--- src/rtl/search_result_table_core_assert.svh ---
// Assertion macros shared by the search result table modules.
// Each check runs on the rising edge of clk and is off while rst is high.
`ifndef SEARCH_RESULT_TABLE_CORE_ASSERT_SVH
`define SEARCH_RESULT_TABLE_CORE_ASSERT_SVH

// Same-cycle implication.
`define SRT_ASSERT_NOW(label, ante, cons, msg) \
  label: assert property (@(posedge clk) disable iff (rst) (ante) |-> (cons)) \
    else $error(msg);

// Next-cycle implication.
`define SRT_ASSERT_NEXT(label, ante, cons, msg) \
  label: assert property (@(posedge clk) disable iff (rst) (ante) |=> (cons)) \
    else $error(msg);

`endif

--- src/rtl/srt_pkg.sv ---
`default_nettype none

package srt_pkg;

  localparam int TABLE_ENTRIES = 4096;
  localparam int IDX_W         = $clog2(TABLE_ENTRIES);

  localparam logic KIND_PROBE  = 1'b0;
  localparam logic KIND_RECORD = 1'b1;

  localparam logic [1:0] BOUND_EXACT = 2'd0;
  localparam logic [1:0] BOUND_UPPER = 2'd1;
  localparam logic [1:0] BOUND_LOWER = 2'd2;

  typedef struct packed {
    logic [63:0]        key;
    logic signed [7:0]  depth;
    logic [1:0]         bound;
    logic signed [15:0] score;
    logic [31:0]        move;
  } slot_t;

  localparam slot_t SLOT_RESET = '{
    key:   64'd0,
    depth: -8'sd1,
    bound: BOUND_UPPER,
    score: 16'sd0,
    move:  32'd0
  };

  // controller to datapath
  typedef struct packed {
    logic clear;  // write the reset word at the sweep address, advance it
    logic load;   // capture the incoming beat
    logic eval;   // slot word is ready: decide, write back a record, emit a probe result
  } srt_cmd_t;

  // datapath to controller
  typedef struct packed {
    logic clear_last;  // sweep address is at the last slot
  } srt_stat_t;

endpackage

`default_nettype wire

--- src/rtl/srt_ctrl.sv ---
`default_nettype none
`include "search_result_table_core_assert.svh"

module srt_ctrl (
  input  wire logic              clk,
  input  wire logic              rst,
  input  wire logic              start,
  input  wire srt_pkg::srt_stat_t stat,
  output srt_pkg::srt_cmd_t      cmd,
  output logic                   busy
);
  import srt_pkg::*;

  typedef enum logic [1:0] {
    ST_CLEAR,
    ST_IDLE,
    ST_READ,
    ST_EVAL
  } state_t;

  state_t state;
  state_t state_next;
  logic   busy_next;

  always_comb begin
    state_next = state;
    busy_next  = busy;
    unique case (state)
      ST_CLEAR: begin
        if (stat.clear_last) begin
          state_next = ST_IDLE;
          busy_next  = 1'b0;
        end
      end
      ST_IDLE: begin
        if (start) begin
          state_next = ST_READ;
          busy_next  = 1'b1;
        end
      end
      ST_READ: begin
        state_next = ST_EVAL;
      end
      ST_EVAL: begin
        state_next = ST_IDLE;
        busy_next  = 1'b0;
      end
      default: begin
        state_next = ST_CLEAR;
        busy_next  = 1'b1;
      end
    endcase
  end

  always_ff @(posedge clk) begin
    if (rst) begin
      state <= ST_CLEAR;
      busy  <= 1'b1;
    end else begin
      state <= state_next;
      busy  <= busy_next;
    end
  end

  assign cmd.clear = (state == ST_CLEAR);
  assign cmd.load  = (state == ST_IDLE) && start;
  assign cmd.eval  = (state == ST_EVAL);

  `SRT_ASSERT_NOW(a_idle_when_free, !busy, state == ST_IDLE, "not busy outside idle")
  `SRT_ASSERT_NEXT(a_read_to_eval, state == ST_READ, state == ST_EVAL, "read not followed by eval")
  `SRT_ASSERT_NEXT(a_eval_frees, state == ST_EVAL, !busy && state == ST_IDLE, "eval did not free")

endmodule

`default_nettype wire

--- config.mk ---
export PLATFORM = sky130hd
export DESIGN_NAME = srt_ctrl
export DESIGN_NICKNAME = d
export VERILOG_FILES = /design/src/rtl/srt_pkg.sv /design/src/rtl/srt_ctrl.sv
export VERILOG_INCLUDE_DIRS = /design/src /design/src/rtl
export SDC_FILE = /design/constraint.sdc
export NUM_CORES = 1
export LEC_CHECK = 0
export BUFFER_PORTS_ARGS = -buffer_cell sky130_fd_sc_hd__buf_2
export CAP_MARGIN = 20
export CELL_PAD_IN_SITES_DETAIL_PLACEMENT = 1
export CELL_PAD_IN_SITES_GLOBAL_PLACEMENT = 2
export CORE_AREA = 2 2 39 41
export DETAILED_ROUTE_END_ITERATION = 10
export DIE_AREA = 0 0 41 43
export PLACE_DENSITY = 0.62
export SETUP_SLACK_MARGIN = 0.15
export SLEW_MARGIN = 20
export SYNTH_ARGS = -nofsm -noshare
export SYNTH_HDL_FRONTEND = slang
export SYNTH_SLANG_ARGS = --single-unit
--- constraint.sdc ---
create_clock -name clk -period 1.75 [get_ports clk]
set_clock_uncertainty 0.15 [all_clocks]
set_input_delay 0.2625 -clock clk [delete_from_list [all_inputs] [get_ports clk]]
set_output_delay 0.2625 -clock clk [all_outputs]
set_load 0.02 [all_outputs]
=== Yosys cells after proc, flatten, opt, wreduce, memory -nomap -nowiden ===
Index checks and enable logic that the tools add are counted.

* Register bits: 3
* Bits in latches: 0
* RAM bits: 0
* Memory bits (read-only): 0
* Input port bits: 4
* Word-level logic and storage cells: 18
* Memories: 0

* $add $sub $neg: 0
* $mul: 0
* Div/mod/pow operators: 0
* Order comparisons: 0
* Equal/unequal tests: 5
* Shift-type cells: 0
* Mux-type cells: 6
* Bitwise operators: 0
* Reduce and logical (&&, ||, !) cells: 5

{| class="wikitable"
|+ Operators by type and width
! operator !! count
|-
| $pmux 2 s4 || 1
|-
| $eq 2x2->1 const B || 2
|-
| $mux 2 || 2
|-
| $ne 2x2->1 const B || 2
|-
| $pmux 1 s3 || 1
|-
| $reduce_and 3->1 || 1
|-
| $reduce_bool 3->1 || 1
|-
| $eq 2x1->1 const B || 1
|-
| $logic_not 2->1 || 1
|-
| $mux 1 || 2
|-
| $reduce_and 2->1 || 1
|-
| $logic_and 1x1->1 || 1
|}

=== Depth between registers and ports, before layout ===
* Depth after elaboration: 3
* Mapped depth: 5
* Mapped depth without buffers: 5

=== Worst setup path before layout ===
Ideal clock, no wire load.

* Path type: flip-flop to flip-flop
* Start: register state[0]
* End: register busy
* Data arrival time: 1.159 ns
* Required time: 1.478 ns
* Slack: 0.318 ns
* Cell stages (with the launch flop): 6
* Path buffers: 0
* Cell sequence: dfxtp_1 inv_1 ha_1 nor2b_1 o31ai_1 nand2_1

{| class="wikitable"
|+ RTL lines
! what !! RTL line !! text
|-
| from (decl) || srt_ctrl.sv:21 || <nowiki>state_t state;</nowiki>
|-
| from (signal assigned) || srt_ctrl.sv:60 || <nowiki>state <= state_next;</nowiki>
|-
| to (signal assigned) || srt_ctrl.sv:61 || <nowiki>busy <= busy_next;</nowiki>
|-
| to (decl) || srt_ctrl.sv:10 || <nowiki>output logic busy</nowiki>
|}

==> out/qor.csv <==
metric;value;unit
outcome;finished, final reports clean;
period utilization;89.48;%
worst hold start;rst;
r2r endpoint;busy;
min-delay worst type;in -> reg;
peak supply drop;0.0004557;V
drt wl/cell;10.37;µm
Tot GR Track Use;7.214;%
clock power share;28.1;%
GP Congestion;0.7598;
Leakage;0.0001408;µW
r2r startpoint;state[0];
WS Path Type;reg -> out;
commonest non-fill, non-tap cell in the layout;buf_2;
P_sw;174.5;µW
Yosys reg bits;3;
worst-path cell chain;inv_1, ha_2, and2_1, buf_2;
Fin Setup TNS;0;ns
Final setup viols;0;
Worst Hold Path EP;state[1];
Detailed Route Iter0 Violations;1;
# fillers;172;
Fin Hold WS;0.06786;ns
Levels on crit path;4;
antenna diode count;0;
Pwr Total;431.7;µW
DP Wirelength;415.4;µm
WHS Path Cells;2;
CP Buf/Inv Count;2;
critical path's largest stage delay;0.33;ns
Worst Tran Pin Value;0.2036;ns
Pwr Density;1432;nW/µm²
DRC;0;
first-pass GRT wire length;793;µm
synth unique cells;14;
reg-to-reg slack, setup;0.38;ns
GRT overflow;0;
die area;1763;µm²
I/O Pins;8;
Post-Syn Instances;24;
Die X;41;µm
port buffer count;7;
H-Tree Depth;1;
Worst setup SP type;register;
clock tree root driver cell;clkbuf_4;
number of max-cap violations;0;
post-synth top area share;29.07;%
Fin. Hold Viols;0;
final wirelength;529;µm
number of warnings issued by yosys;0;
Slew Limit Fails;0;
DRT Pass-1 Iters;2;
highest-count cells in the layout ignoring fill and taps;buf_2, ha_1, inv_1, clkbuf_4;
FF+latch area;62.56;µm²
RSZ-0062 raised after global routing;yes;
synthesized net count;33;
Detail Route Antenna Nets;0;
number of vias per cell;4.157;
post-synthesis sequential area ratio;27.91;%
initial antenna violation count;0;
Final min period;1.566;ns
number of global-route vias before repair;204;
row cnt;14;
cts hold-fix bufs;0;
Yosys top cell by area;ha_1;
required time worst endpoint;1.34;ns
Comb pwr share;44.7;%
fmax;638.6;MHz
Syn-to-layout area delta;40.12;%
Clock transition at path regs;0.03;ns
switch share;40.42;%
die height;43;µm
CP Capture Type;output pin;
Seq pwr share;27.2;%
FF-to-FF path depth;5;
largest net degree at the start of global routing;6;
clock latency on the worst-skew pair;0.23;ns
Crit path max-delay family;flip-flops;
mean area per synthesized cell;8.967;µm²
critical path's slowest cell;dfxtp_2;
core area;1384;µm²
worst-path maximum fanout;4;
initial cell density of the core;15.55;%
CP Data Arrival Time;1.15;ns
layout cell share with drive strength beyond 1;37.14;%
CTS tree;done;
via count;212;
Nets;45;
clk buf depth;2;
leading post-synthesis cells by cell area;ha_1, dfxtp_1, nand2b_1, inv_1, a21oi_1;
Internal;257.2;µW
mapped cell area;215.2;µm²
CTS sink cnt;3;
area of the multi-input gates;146.4;µm²
total CTS buffers;3;
relative slew slack;86.34;%
[stage by stage]
stage / util [%] / cell area [µm²] / worst slack [ns] / instances
4_1_cts: 21.52 / 297.8 / 0.1511 / 51
2_1_floorplan: - / 215.2 / 0.3184 / 24
3_3_place_gp: 19.53 / 270.3 / 0.3155 / 47
5_1_grt: 21.79 / 301.5 / 0.1165 / 51
6_report: 21.79 / 301.5 / 0.1841 / 51
3_5_place_dp: 19.53 / 270.3 / 0.2765 / 47
[per-layer routing]
layer	wire, µm	global-route usage [%]	part of all wire (%)
met2	241	9.375	46
met3	58	7.853	11
met4	0	2.000	0
met5	0	0	0
met1	229	7.668	43
[layout make-up]
class,count,area share (%)
flip-flops and latches,3,20.75
clock buffers,4,8.714
repair buffers,7,11.62
multi-input cells,18,48.55
inverters,3,3.734
well taps,16,6.639
[worst reg2reg max path: cells and delay by family (launching register included)]
family / cells / cell delay (ns)
DFF: 1 / 0.36
adders and majority gates: 1 / 0.23
and+or+nand+nor: 2 / 0.22
AOI/OAI and AO/OA: 1 / 0.22
buffers and inverters: 1 / 0.07
[logic make-up after synthesis]
logic type	count (synthesis)	synth area share, %
AO/OA/AOI/OAI	6	18.61
adder cells (fa/ha/maj)	5	29.07
buffers and inverters	3	5.232
flip-flops	3	27.91
AND/OR/NAND/NOR	7	19.19
[flip-flops by register name (all words and copies together), names as in the netlist]
name	flops
state	2
busy	1
[worst max path at each step]
| stage | start | to | slack (ns) |
|---|---|---|---|
| floorplan | state[0] | busy | 0.32 |
| finish | state[1] | cmd[1] | 0.18 |
| CTS | state[1] | cmd[1] | 0.15 |
| global placement | state[0] | state[0] | 0.32 |
| global route | state[1] | cmd[1] | 0.12 |
| detailed placement | state[0] | state[0] | 0.28 |
[what timing repair did]
item,in CTS,in global routing
hold endpoints to repair,0,0
setup endpoints to repair,1,3
pin swaps,0,0
setup buffers,0,0
gates cloned,0,0
resized for setup,1,2
[Yosys cell counts]
cell and count:
ha_1 5, dfxtp_1 3, inv_1 3, a21oi_1 2, nand2b_1 2, a311oi_1 1, a41oi_1 1, and2_1 1
and2b_1 1, nand2_1 1, nand3_1 1, nor2b_1 1, o21ai_1 1, o31ai_1 1
[power groups by stage]
stage / Combinational [µW] / Clock [µW] / Sequential, µW
after floorplan: 132 / 0 / 118
after global placement: 187 / 0 / 115
after detailed placement: 191 / 0 / 117
after CTS: 192 / 126 / 117
after global routing: 213 / 140 / 122
final: 193 / 121 / 117
Note: power is estimated with default switching activity, not from simulation.
